--- src/hw/rtl/lkct_pkg.sv ---
// Shared types and constants for the LRU key cache tracker.
// No dependencies; every other file of the block imports this package.
package lkct_pkg;

	localparam int CAPACITY = 16;
	localparam int KEY_W    = 32;
	localparam int SIZE_W   = 5;
	localparam int OCC_W    = 5;
	localparam int CNT_W    = $clog2(CAPACITY + 1);
	localparam int CMP_W    = (CNT_W > SIZE_W) ? CNT_W : SIZE_W;
	localparam int OUT_W    = 2 + KEY_W + OCC_W;
	localparam int OUT_TDATA_W = ((OUT_W + 7) / 8) * 8;

	localparam logic [SIZE_W-1:0] SIZE_RESET = SIZE_W'(16);

	localparam logic CMD_PROBE  = 1'b0;
	localparam logic CMD_ACCESS = 1'b1;

	typedef logic [KEY_W-1:0] key_t;

	typedef struct packed {
		logic valid;
		logic shift;
		logic load;
	} cell_ctrl_t;

endpackage

--- src/hw/rtl/lkct_cell.sv ---
// One slot of the ordered key list: holds a key, compares it to the request key
// and takes either the newer neighbor's key or the request key. Uses lkct_pkg.
module lkct_cell import lkct_pkg::*; (
	input  logic       clk,
	input  cell_ctrl_t ctrl,
	input  key_t       next_key,
	input  key_t       req_key,
	output key_t       key,
	output logic       match
);

	key_t key_q;

	always_ff @(posedge clk) begin
		if (ctrl.load) begin
			key_q <= req_key;
		end else if (ctrl.shift) begin
			key_q <= next_key;
		end
	end

	assign key   = key_q;
	assign match = ctrl.valid && (key_q == req_key);

endmodule

--- src/hw/rtl/lru_key_cache_tracker_unit.sv ---
// Top level of the LRU key cache tracker: a row of lkct_cell slots, oldest first,
// plus count, limit register and the output register. Uses lkct_pkg, lkct_cell.
//
// channel  dir  handshake                     payload
// s_axis   in   s_axis_tvalid/s_axis_tready   tuser: cmd, tdata: key
// m_axis   out  m_axis_tvalid/m_axis_tready   tdata: hit, evicted_valid, evicted_key, occupancy
// cfg      in   cfg_valid/cfg_ready           cfg_data: active_size
//
// One request per cycle while the output is not stalled: all slots compare in parallel and shift
// toward the oldest in the same cycle the request is taken; the result is registered for the next cycle.
// A new request is taken while the output register is empty or being drained.
// Reset empties the list and sets active_size to 16; no clearing pass is needed.
// cfg_ready is always high.
module lru_key_cache_tracker_unit import lkct_pkg::*; (
	input  logic                   clk,
	input  logic                   arst_n,
	input  logic                   s_axis_tvalid,
	output logic                   s_axis_tready,
	input  logic [KEY_W-1:0]       s_axis_tdata,  // [31:0] key
	input  logic                   s_axis_tuser,  // [0] cmd
	output logic                   m_axis_tvalid,
	input  logic                   m_axis_tready,
	output logic [OUT_TDATA_W-1:0] m_axis_tdata,  // [0] hit, [1] evicted_valid,
	                                              // [33:2] evicted_key, [38:34] occupancy
	input  logic                   cfg_valid,
	output logic                   cfg_ready,
	input  logic [SIZE_W-1:0]      cfg_data       // [4:0] active_size
);

	logic [SIZE_W-1:0]      active_q;
	logic [CNT_W-1:0]       count_q;
	logic                   out_valid_q;
	logic [OUT_TDATA_W-1:0] out_data_q;

	cell_ctrl_t          ctrl [CAPACITY];
	key_t                cell_key [CAPACITY];
	logic [CAPACITY-1:0] match;
	logic [CAPACITY-1:0] at_or_after;

	logic             in_fire;
	logic             access;
	logic             hit;
	logic             full;
	logic             evict;
	logic             grow;
	logic [CNT_W-1:0] load_pos;
	logic [CNT_W-1:0] count_next;
	logic             seen;

	assign cfg_ready     = 1'b1;
	assign s_axis_tready = !out_valid_q || m_axis_tready;
	assign in_fire       = s_axis_tvalid && s_axis_tready;
	assign access        = (s_axis_tuser == CMD_ACCESS);
	assign hit           = |match;

	// limit of zero acts as one, limit above capacity acts as capacity
	assign full = (count_q != '0) &&
		((CMP_W'(count_q) >= CMP_W'(active_q)) || (CMP_W'(count_q) >= CMP_W'(CAPACITY)));
	assign evict    = access && !hit && full;
	assign grow     = access && !hit && !full;
	assign load_pos = (hit || full) ? count_q - CNT_W'(1) : count_q;
	assign count_next = grow ? count_q + CNT_W'(1) : count_q;

	// mark slots at or past the hit position; they close the gap
	always_comb begin
		seen = 1'b0;
		for (int i = 0; i < CAPACITY; i++) begin
			seen           = seen | match[i];
			at_or_after[i] = seen;
		end
	end

	always_comb begin
		for (int i = 0; i < CAPACITY; i++) begin
			ctrl[i].valid = CNT_W'(i) < count_q;
			ctrl[i].shift = in_fire && access && (hit ? at_or_after[i] : evict) &&
				(CNT_W'(i) < load_pos);
			ctrl[i].load  = in_fire && access && (CNT_W'(i) == load_pos);
		end
	end

	for (genvar g = 0; g < CAPACITY; g++) begin : g_cell
		key_t next_key;
		if (g == CAPACITY - 1) begin : g_tail
			assign next_key = '0;
		end else begin : g_link
			assign next_key = cell_key[g+1];
		end
		lkct_cell u_cell (
			.clk      (clk),
			.ctrl     (ctrl[g]),
			.next_key (next_key),
			.req_key  (s_axis_tdata),
			.key      (cell_key[g]),
			.match    (match[g])
		);
	end

	always_ff @(posedge clk or negedge arst_n) begin
		if (!arst_n) begin
			active_q    <= SIZE_RESET;
			count_q     <= '0;
			out_valid_q <= 1'b0;
		end else begin
			if (cfg_valid && cfg_ready) begin
				active_q <= cfg_data;
			end
			if (in_fire) begin
				count_q     <= count_next;
				out_valid_q <= 1'b1;
			end else if (m_axis_tready) begin
				out_valid_q <= 1'b0;
			end
		end
	end

	always_ff @(posedge clk) begin
		if (in_fire) begin
			out_data_q <= OUT_TDATA_W'({
				OCC_W'(count_next),
				evict ? cell_key[0] : key_t'(0),
				evict,
				hit
			});
		end
	end

	assign m_axis_tvalid = out_valid_q;
	assign m_axis_tdata  = out_data_q;

endmodule

--- config.mk ---
export PLATFORM = sky130hd
export DESIGN_NAME = lru_key_cache_tracker_unit
export DESIGN_NICKNAME = d
export VERILOG_FILES = /design/src/hw/rtl/lkct_pkg.sv /design/src/hw/rtl/lkct_cell.sv /design/src/hw/rtl/lru_key_cache_tracker_unit.sv
export SDC_FILE = /design/constraint.sdc
export NUM_CORES = 1
export LEC_CHECK = 0
export BUFFER_PORTS_ARGS = -buffer_cell sky130_fd_sc_hd__buf_2
export CAP_MARGIN = 20
export CORE_MARGIN = 3
export CORE_UTILIZATION = 45
export CTS_CLUSTER_SIZE = 30
export DETAILED_ROUTE_END_ITERATION = 16
export PLACE_DENSITY_LB_ADDON = 0.05
export REMOVE_ABC_BUFFERS = 1
export SYNTH_ARGS = -nofsm -noshare
export SYNTH_HDL_FRONTEND = slang
export SYNTH_HIERARCHICAL = 1
export SYNTH_SLANG_ARGS = --single-unit
--- constraint.sdc ---
create_clock -name clk -period 9.9 [get_ports clk]
set_input_delay 1.485 -clock clk [delete_from_list [all_inputs] [get_ports clk]]
set_output_delay 1.485 -clock clk [all_outputs]
set_load 0.05 [all_outputs]
=== After elaboration in Yosys (flattened, before gate mapping) ===
Index checks and enable logic that the tools add are counted.

* Bitwise operators: 15
* Add/subtract/negate cells: 2
* Eq/ne operators: 31
* Reductions and logical operators: 96
* Order comparisons: 34
* Muxes and demuxes: 52

{| class="wikitable"
|+ Operators with widths
! operator !! number
|-
| two-way mux 32 bit || 32
|-
| equality test 32 bit || 16
|-
| less-than comparator 4 x 5 -> 1 bit, first input constant || 16
|-
| logical AND 1 bit || 70
|-
| equality test 4 x 5 -> 1 bit, first input constant || 8
|-
| less-than comparator 3 x 5 -> 1 bit, first input constant || 8
|-
| nonzero test 2 bit || 17
|-
| equality test 3 x 5 -> 1 bit, first input constant || 4
|-
| less-than comparator 1 x 5 -> 1 bit, first input constant || 4
|-
| less-than comparator 2 x 5 -> 1 bit, first input constant || 4
|-
| two-way mux 1 bit || 18
|-
| OR reduction 16 bit || 1
|-
| OR 1 bit || 15
|-
| equality test 2 x 5 -> 1 bit, first input constant || 2
|-
| two-way mux 5 bit || 2
|-
| adder 5 x 1 -> 5 bit, second input constant || 1
|-
| equality test 1 x 5 -> 1 bit, first input constant || 1
|-
| greater-or-equal comparator 5 bit || 1
|-
| greater-or-equal comparator 5 bit, second input constant || 1
|-
| logical NOT 5 bit || 1
|-
| nonzero test 5 bit || 1
|-
| subtractor 5 x 1 -> 5 bit, second input constant || 1
|-
| logical NOT 1 bit || 3
|-
| logical OR 1 bit || 3
|}

* Flip-flop bits (word level): 562
* Bits of input ports: 43

=== Depth between registers and ports, before layout ===
Gate-level depths: netlist (run 1).

* Depth in word-level cells: 22
* Mapped depth: 21

=== By module ===
The synthesis (run 1) kept the hierarchy.

{| class="wikitable"
|+ Modules (own cells, without submodules)
! module !! area an instance (sq um) !! instances !! cells an instance !! sequential area each (sq um)
|-
| lkct_cell || 1710.4 || 16 || 113 || 960.9
|-
| lru_key_cache_tracker_unit || 3096.7 || 1 || 306 || 1447.6
|}

=== Worst setup path before layout (run 1) ===
OpenSTA, ideal clock, no wires.

* Path type: input to register
* From: input m_axis_tready
* To: register g_cell[10].u_cell.key_q[0], enable pin
* Path slack: 4.669 ns
* Arrival time: 4.856 ns
* Cell stages on the path: 9
* Buffers on the path: 3
* Setup time: 0.375 ns
* Path through: nand2b_1 > and2_1 > nand2_1 > buf_2 > or3_1 > nor2_1 > clkbuf_1 > buf_2 > or2_2

{| class="wikitable"
|+ RTL lines
! item !! RTL line !! RTL
|-
| start, declared || lru_key_cache_tracker_unit.sv:22 || <nowiki>input logic m_axis_tready,</nowiki>
|-
| end signal, assigned || lkct_cell.sv:16 || <nowiki>key_q <= req_key;</nowiki>
|-
| end signal, assigned || lkct_cell.sv:18 || <nowiki>key_q <= next_key;</nowiki>
|-
| end, declared || lkct_cell.sv:12 || <nowiki>key_t key_q;</nowiki>
|}

==> implementation parameters, run 1 <==
Parameter                              Value

Hold path
  Cell depth of the worst hold path    1
  Min-Delay Endpoint    active_q[0]$_DFFE_PN0P_
  HP Start    active_q[0]$_DFFE_PN0P_
  Hold Crit Class    reg -> reg

Setup path
  Setup slack on the worst flop-to-flop path    ~3.5 ns
  Worst-case reg-to-reg path depth    17
  Data required, critical path    between 10 and 15 ns
  Startpoint class of the critical path    input pin
  Cell with the biggest individual delay on the critical path    sky130_fd_sc_hd__or2_2
  Series of cell instances along the critical path    buf_2, xor2_1, a2111oi_2, o2111ai_1, nor4_2, or4_4, nand2b_4, nor3_4, inv_2, a211oi_4, o21ai_2, o31ai_1, mux2i_1, nor4_2, buf_4, or2_2
  CP arrival    slightly below 7 ns
  Top fanout value on the critical path    33
  Element type at the critical path end    flop
  Startpoint of the most critical register-to-register path    count_q[3]$_DFFE_PN0P_
  Worst setup path category    in -> reg
  Most frequent cell on the critical path    sky130_fd_sc_hd__nor4_2
  Family of cells with the greatest summed delay on the critical path    simple AND/OR/NAND/NOR gates
  Largest stage delay, worst path    slightly above 0.7 ns
  Number of buffers and inverters on the critical path    3
  Crit path launch    s_axis_tdata[21]
  R2r endpoint    g_cell[13].u_cell/key[20]$_DFFE_PP_

Placed design
  GPL Wtd Cong    between 0.7 and 0.8
  Post-DP HPWL    between 40 and 50 mm
  Number of I/O port buffers    slightly above 80
  Pre-CTS setup slack    about 2.6 ns
  Placement-stage cell area    0.0319 sq mm

Finish
  Final Cell Area    0.0338 sq mm
  Fraction of layout instances using a drive strength above 1    0.345
  Most used cells in the layout excluding fill and tap cells    sky130_fd_sc_hd__edfxtp_1 (551), sky130_fd_sc_hd__mux2_2 (515), sky130_fd_sc_hd__xor2_1 (434)
  FF/Latch Area    roughly 0.017 sq mm
  Number of nets at the end of the flow    about 2,300
  Multi-input combinational cell area    roughly 0.013 sq mm
  Antenna diode count    0
  P&R area growth vs syn    11.1%
  Most common cell after layout, fill and taps aside    sky130_fd_sc_hd__edfxtp_1
  Fill cell instance count of the final layout    between 5,000 and 6,000

Power
  Total design power    roughly 7.0 mW
  Highest ir drop seen on vdd    0.111 mV
  Leakage power    ~11 nW
  Pwr/cell area    between 200 and 250 mW/mm^2

Yosys
  Top cells by area in the synthesized netlist    sky130_fd_sc_hd__edfxtp_1 (54%), sky130_fd_sc_hd__mux2_2 (19%), sky130_fd_sc_hd__xor2_1 (12%), sky130_fd_sc_hd__nor4_1 (2.1%), sky130_fd_sc_hd__xnor2_1 (2.0%)
  Sequential fraction of the synthesis area    0.552
  Most area-hungry cell type in the Yosys netlist    sky130_fd_sc_hd__edfxtp_1
  Synthesized area divided by synthesized cell count    14.4 sq um
  Flip-flop and latch count after synthesis    562
  Distinct cells, synth    68
  Number of standard cells after synthesis    between 2,000 and 2,500
  Area share of the largest cell type after synthesis    0.543
  Predominant post-synthesis flop cell    sky130_fd_sc_hd__edfxtp_1
  Synthesized cell area    0.0305 sq mm
  Proportion of synthesized flip-flops having asynchronous set or reset    0.0196
  Number of warnings reported in the yosys synthesis log    6
  Post-synth EDFFs    between 500 and 600

Global routing
  Number of global-route vias before repair    17,600
  Total track usage    0.178
  Number of antenna violations at the first check in global routing    0
  Global route total overflow    0
  Wire length of the first global-routing pass    approximately 100 mm
  Maximum number of pins on one net before global-route repair    between 40 and 50

Detailed routing
  Mean number of vias per cell    roughly 5.4
  Detailed-router iteration count before antenna repair    5
  Number of routed nets with antenna violations    0
  Number of remaining DRC errors    0
  Overall via count from detail_route    between 15,000 and 20,000
  Avg WL per Cell    around 20 um
  DRC violation total after the first TritonRoute iteration    829
  WL final    ~62 mm

Clock network
  Clock input transition at the sequential cells of the worst setup and hold paths    0.06 ns
  TritonCTS clock tree    built
  Clock sinks    562
  CTS Buf Count    slightly below 70
  CTS Root Buffer Type    sky130_fd_sc_hd__clkbuf_16
  Post-cts hold buffer count    0
  Post-CTS resize count    0
  Latest clock arrival within the worst-skew pair    slightly below 0.6 ns
  Maximum buffer depth of the clock tree    3
  Post-CTS Setup Repair Bufs    0
  H-Tree Depth    3

Floorplanning
  Overall die height    around 270 um
  Placement row count    94
  Area of the die    slightly above 0.07 sq mm
  Initial Util    0.458
  Die X-Extent    about 270 um
  Std-Cell Core Area    approximately 0.066 sq mm
  I/O pin total    between 80 and 90

Timing
  Ratio of final minimum period to clock period    0.682
  Final Hold Vio Count    0
  Setup repair after global routing missed its margin    no
  Final count of pins violating max slew    0
  Actual slew at the worst max-slew pin    1.07 ns
  # setup viols final    0
  Relative max-transition margin    0.288
  Final critical delay including setup and external delays    around 6.7 ns
  Setup TNS Final    0 ns
  Largest clock skew in the final design    between 0.015 and 0.02 ns
  Final worst setup slack    around 3.2 ns
  Fmax    148 MHz

Flow run
  Max Cap Viol    0

Run status
  Run status    complete, no violations
[cells by family after synthesis]
family	count (synthesis)	share of synthesized area
fa+ha+maj	8	0.00329
xor+xnor	503	0.145
flops	562	0.552
compound gates	95	0.0282
other cells	2	0.000247
mux	517	0.191
simple gates	314	0.0630
buf+inv	113	0.0174
[metrics by stage]
stage / utilization / std cells / hold slack (ns)
after floorplan: - / 2061 / 0.476
after global placement: 0.480 / 3028 / 0.502
after detailed placement: 0.480 / 3028 / 0.506
after CTS: 0.509 / 3139 / 0.518
after global routing: 0.509 / 3139 / 0.553
final: 0.509 / 3139 / 0.518
[layout make-up]
class	instances	area share
multi-input cells	1471	0.393
flip-flops and latches	562	0.497
repair buffers	103	0.0167
clock inverters	19	0.00325
clock buffers	92	0.0548
inverters	28	0.00311
well taps	864	0.0319
[flip-flops by register name (all words and copies together), names as in the netlist]
| signal | flops |
|---|---|
| m_axis_tdata | 39 |
| count_q | 5 |
| active_q | 5 |
| m_axis_tvalid | 1 |
| g_cell.u_cell/key | 512 |
[routing by layer]
layer  up-vias  share of wire  GRT usage  routed length, um
li1       8136              -          -                  -
met1      8356           0.44      0.228              27400
met2       259           0.50      0.310              31300
met3        93          0.035     0.0267               2170
met4         0          0.026     0.0584               1610
met5         -              0          0                  0
[where the power goes]
group          switching (mW)  leakage [nW]  internal, mW  total [mW]
sequential              0.183          5.14          3.00        3.18
clock                   0.943         0.959          1.33        2.27
combinational           0.939          5.27         0.561        1.50
[synth_stat cells, types with 5 or more instances]
cell type	instances
sky130_fd_sc_hd__dfrtp_1	10
sky130_fd_sc_hd__o2111ai_1	16
sky130_fd_sc_hd__a21oi_1	10
sky130_fd_sc_hd__buf_2	51
sky130_fd_sc_hd__xnor2_1	69
sky130_fd_sc_hd__edfxtp_1	551
sky130_fd_sc_hd__a2111oi_2	17
sky130_fd_sc_hd__nor4_2	16
sky130_fd_sc_hd__and2_1	34
sky130_fd_sc_hd__inv_1	27
sky130_fd_sc_hd__nand3_1	19
sky130_fd_sc_hd__clkbuf_1	25
sky130_fd_sc_hd__ha_1	8
sky130_fd_sc_hd__xor2_1	434
sky130_fd_sc_hd__buf_4	5
sky130_fd_sc_hd__nor2_1	25
sky130_fd_sc_hd__nand2b_1	7
sky130_fd_sc_hd__or2_2	18
sky130_fd_sc_hd__nor3_1	12
sky130_fd_sc_hd__mux2_2	515
sky130_fd_sc_hd__nand4_1	17
sky130_fd_sc_hd__nand2_1	41
sky130_fd_sc_hd__nor4_1	100
sky130_fd_sc_hd__o21ai_0	13
[worst max path at each step]
| stage | endpoint | cells past startpoint |
|---|---|---|
| after floorplan | g_cell[4].u_cell/key[0]$_DFFE_PP_ | 6 |
| after global placement | g_cell[13].u_cell/key[27]$_DFFE_PP_ | 16 |
| after detailed placement | g_cell[13].u_cell/key[9]$_DFFE_PP_ | 16 |
| after CTS | g_cell[13].u_cell/key[4]$_DFFE_PP_ | 16 |
| after global routing | g_cell[12].u_cell/key[14]$_DFFE_PP_ | 15 |
| final | g_cell[13].u_cell/key[20]$_DFFE_PP_ | 16 |
No activity file was read; power rests on OpenSTA's default activity.
==> run 2, diff against run 1 <==
- clock period: 9.9 -> 6.4 ns (I/O delays scaled with it)
==> run 2 against run 1 <==
Global-route usage is 0.072 points lower. Wire length shrank 1.4%. Highest routed layer unchanged. Critical path depth rose by 1. Utilization is 1.5 points higher. Largest power group unchanged. Largest cell class unchanged. Via count increased by 0.81%. Critical endpoint is now g_cell[13].u_cell/key[13]$_DFFE_PP_. Final cell count increased by 2.7%.
==> implementation parameters, run 2 (synthesized netlist as in run 1, its figures left out) <==
Parameter                              Value

Timing
  # setup viols final    0 (unchanged)
  Actual slew at the worst max-slew pin    0.806 ns (-0.260 ns)
  Final count of pins violating max slew    0 (unchanged)
  Final critical delay including setup and external delays    approximately 5.6 ns
  Relative max-transition margin    0.463 (+0.175)
  Setup TNS Final    0 ns (unchanged)
  Final Hold Vio Count    0 (unchanged)
  Ratio of final minimum period to clock period    0.882
  Fmax    177 MHz
  Largest clock skew in the final design    0.0272 ns (+0.00875 ns)
  Setup repair after global routing missed its margin    no
  Final worst hold slack    0.234 ns (-0.285 ns)

Finish
  Fraction of layout instances using a drive strength above 1    0.370 (+0.0246)
  Finished Layout Cells    3,223 (+2.7%)
  Antenna diode count    0 (unchanged)
  Most common cell after layout, fill and taps aside    sky130_fd_sc_hd__edfxtp_1
  P&R area growth vs syn    14.4%
  Number of nets at the end of the flow    2,366 (+3.5%)
  Core utilization of the finished layout    0.524 (+0.0149)
  Number of flip-flops in the largest register    512 (unchanged)
  Most used cells in the layout excluding fill and tap cells    sky130_fd_sc_hd__edfxtp_1 (551), sky130_fd_sc_hd__mux2_2 (515), sky130_fd_sc_hd__xor2_1 (434)

Setup path
  Worst setup path category    in -> reg
  Cell with the biggest individual delay on the critical path    sky130_fd_sc_hd__nor4_2
  Logic depth of the worst path, buffers included    17 (+1)
  Worst-case reg-to-reg path depth    17 (unchanged)
  Startpoint class of the critical path    input pin
  CP arrival    5.94 ns (-1.01 ns)
  Largest stage delay, worst path    0.59 ns (-0.12 ns)
  Data required, critical path    6.69 ns (-3.42 ns)
  Series of cell instances along the critical path    buf_2, xor2_1, nor4_1, buf_4, nand4_1, nor4_2, or4_4, nand2b_4, nor3_4, inv_2, a211oi_4, nor4_1, mux2i_1, nor4_2, buf_12, or2_2, buf_12
  Top fanout value on the critical path    33 (unchanged)
  Family of cells with the greatest summed delay on the critical path    simple AND/OR/NAND/NOR gates
  Number of buffers and inverters on the critical path    5 (+2)
  Element type at the critical path end    flop

Hold path
  Hold Crit Class    in -> async

Global routing
  Number of antenna violations at the first check in global routing    0 (unchanged)
  Maximum number of pins on one net before global-route repair    43 (-12%)
  Wire length of the first global-routing pass    99.8 mm (-0.30%)
  Global route total overflow    0 (unchanged)
  Number of global-route vias before repair    18,000 (+2.2%)
  Total track usage    0.177 (-0.000724)

Clock network
  Post-cts hold buffer count    0 (unchanged)
  Maximum buffer depth of the clock tree    3 (unchanged)
  CTS Buf Count    68 (unchanged)
  Clock input transition at the sequential cells of the worst setup and hold paths    0.05 ns (about the same)
  Post-CTS Setup Repair Bufs    0 (unchanged)
  H-Tree Depth    3 (unchanged)
  Latest clock arrival within the worst-skew pair    0.60 ns (about the same)
  Post-CTS resize count    0 (unchanged)
  Clock sinks    562 (unchanged)
  TritonCTS clock tree    built
  CTS Root Buffer Type    sky130_fd_sc_hd__clkbuf_16

Power
  Combinational power share    0.233 (+0.017)
  Design internal power    7.70 mW (+58%)
  Highest ir drop seen on vdd    0.183 mV (+64%)
  Leakage power    11.9 nW (+4.5%)
  Portion of total power attributed to sequential cells    0.441 (-0.017)
  Net Switching    3.24 mW (+57%)
  Clock power frac    0.326 (about the same)
  Switching share of power    0.296 (-0.000700)
  Pwr/cell area    314 mW/mm^2 (+53%)

Run status
  Run status    complete, no violations

Floorplanning
  I/O pin total    86 (unchanged)
  Initial Util    0.458 (unchanged)
  Area of the die    0.0709 sq mm (unchanged)
  Placement row count    94 (unchanged)
  Std-Cell Core Area    0.0665 sq mm (unchanged)
  Die X-Extent    266 um (unchanged)
  Overall die height    266 um (unchanged)

Detailed routing
  Number of routed nets with antenna violations    0 (unchanged)
  Detailed-router iteration count before antenna repair    4 (-1)
  Avg WL per Cell    19.1 um (-3.9%)
  WL final    61.6 mm (-1.4%)
  DRC violation total after the first TritonRoute iteration    701 (-15%)
  Overall via count from detail_route    17,000 (+0.81%)
  Number of remaining DRC errors    0 (unchanged)
  Mean number of vias per cell    5.27 (-1.8%)

Placed design
  Post-DP HPWL    45.2 mm (+2.7%)
  Number of I/O port buffers    83 (unchanged)
  Total placed cells including tap cells    3,109 (+2.7%)
  GPL Wtd Cong    0.808 (+1.7%)

Flow run
  Max Cap Viol    0 (unchanged)
## run 2: power groups by stage
stage	clock network (mW)	logic (mW)	registers, mW
6_report	3.56	2.55	4.83
5_1_grt	3.82	2.78	4.88
3_5_place_dp	0	2.54	4.91
3_3_place_gp	0	2.51	4.90
2_1_floorplan	0	1.52	5.05
4_1_cts	3.68	2.56	4.83
## run 2: area by class of cell
cell class | instances | area (sq um)
fillers | 5553 | 31600
flip-flops and latches | 562 | 16800
multi-input cells | 1471 | 13300
clock buffers | 87 | 1820
repair buffers | 184 | 1500
well taps | 864 | 1080
clock inverters | 27 | 208
inverters | 28 | 105
## run 2: metrics by stage
stage,instance area [sq um],worst slack (ns),total power [mW]
after floorplan,30200,-1.23,6.57
after global placement,32800,0.222,7.41
after detailed placement,32800,0.146,7.45
after CTS,34800,0.746,11.1
after global routing,34800,0.447,11.5
final,34800,0.755,10.9
## run 2: path summary, 6_finish.rpt
kind                                    startpoint                                   to  slack [ns]
hold / removal                              arst_n            m_axis_tvalid$_DFFE_PN0P_        0.23
min in group clk           active_q[0]$_DFFE_PN0P_              active_q[0]$_DFFE_PN0P_        0.53
max in group asynchronous                   arst_n              active_q[4]$_DFFE_PN1P_        5.89
hold reg to reg            active_q[0]$_DFFE_PN0P_              active_q[0]$_DFFE_PN0P_        0.53
setup / recovery                  s_axis_tdata[29]  g_cell[13].u_cell/key[13]$_DFFE_PP_        0.76
setup reg to reg            count_q[1]$_DFFE_PN0P_  g_cell[13].u_cell/key[13]$_DFFE_PP_        0.84
## run 2: metal layers
| metal | vias to the layer above | part of all wire | track usage |
|---|---|---|---|
| met5 | - | 0 | 0 |
| met4 | 0 | 0.023 | 0.0491 |
| met1 | 8343 | 0.46 | 0.233 |
| met3 | 99 | 0.030 | 0.0308 |
| li1 | 8311 | - | - |
| met2 | 227 | 0.49 | 0.303 |
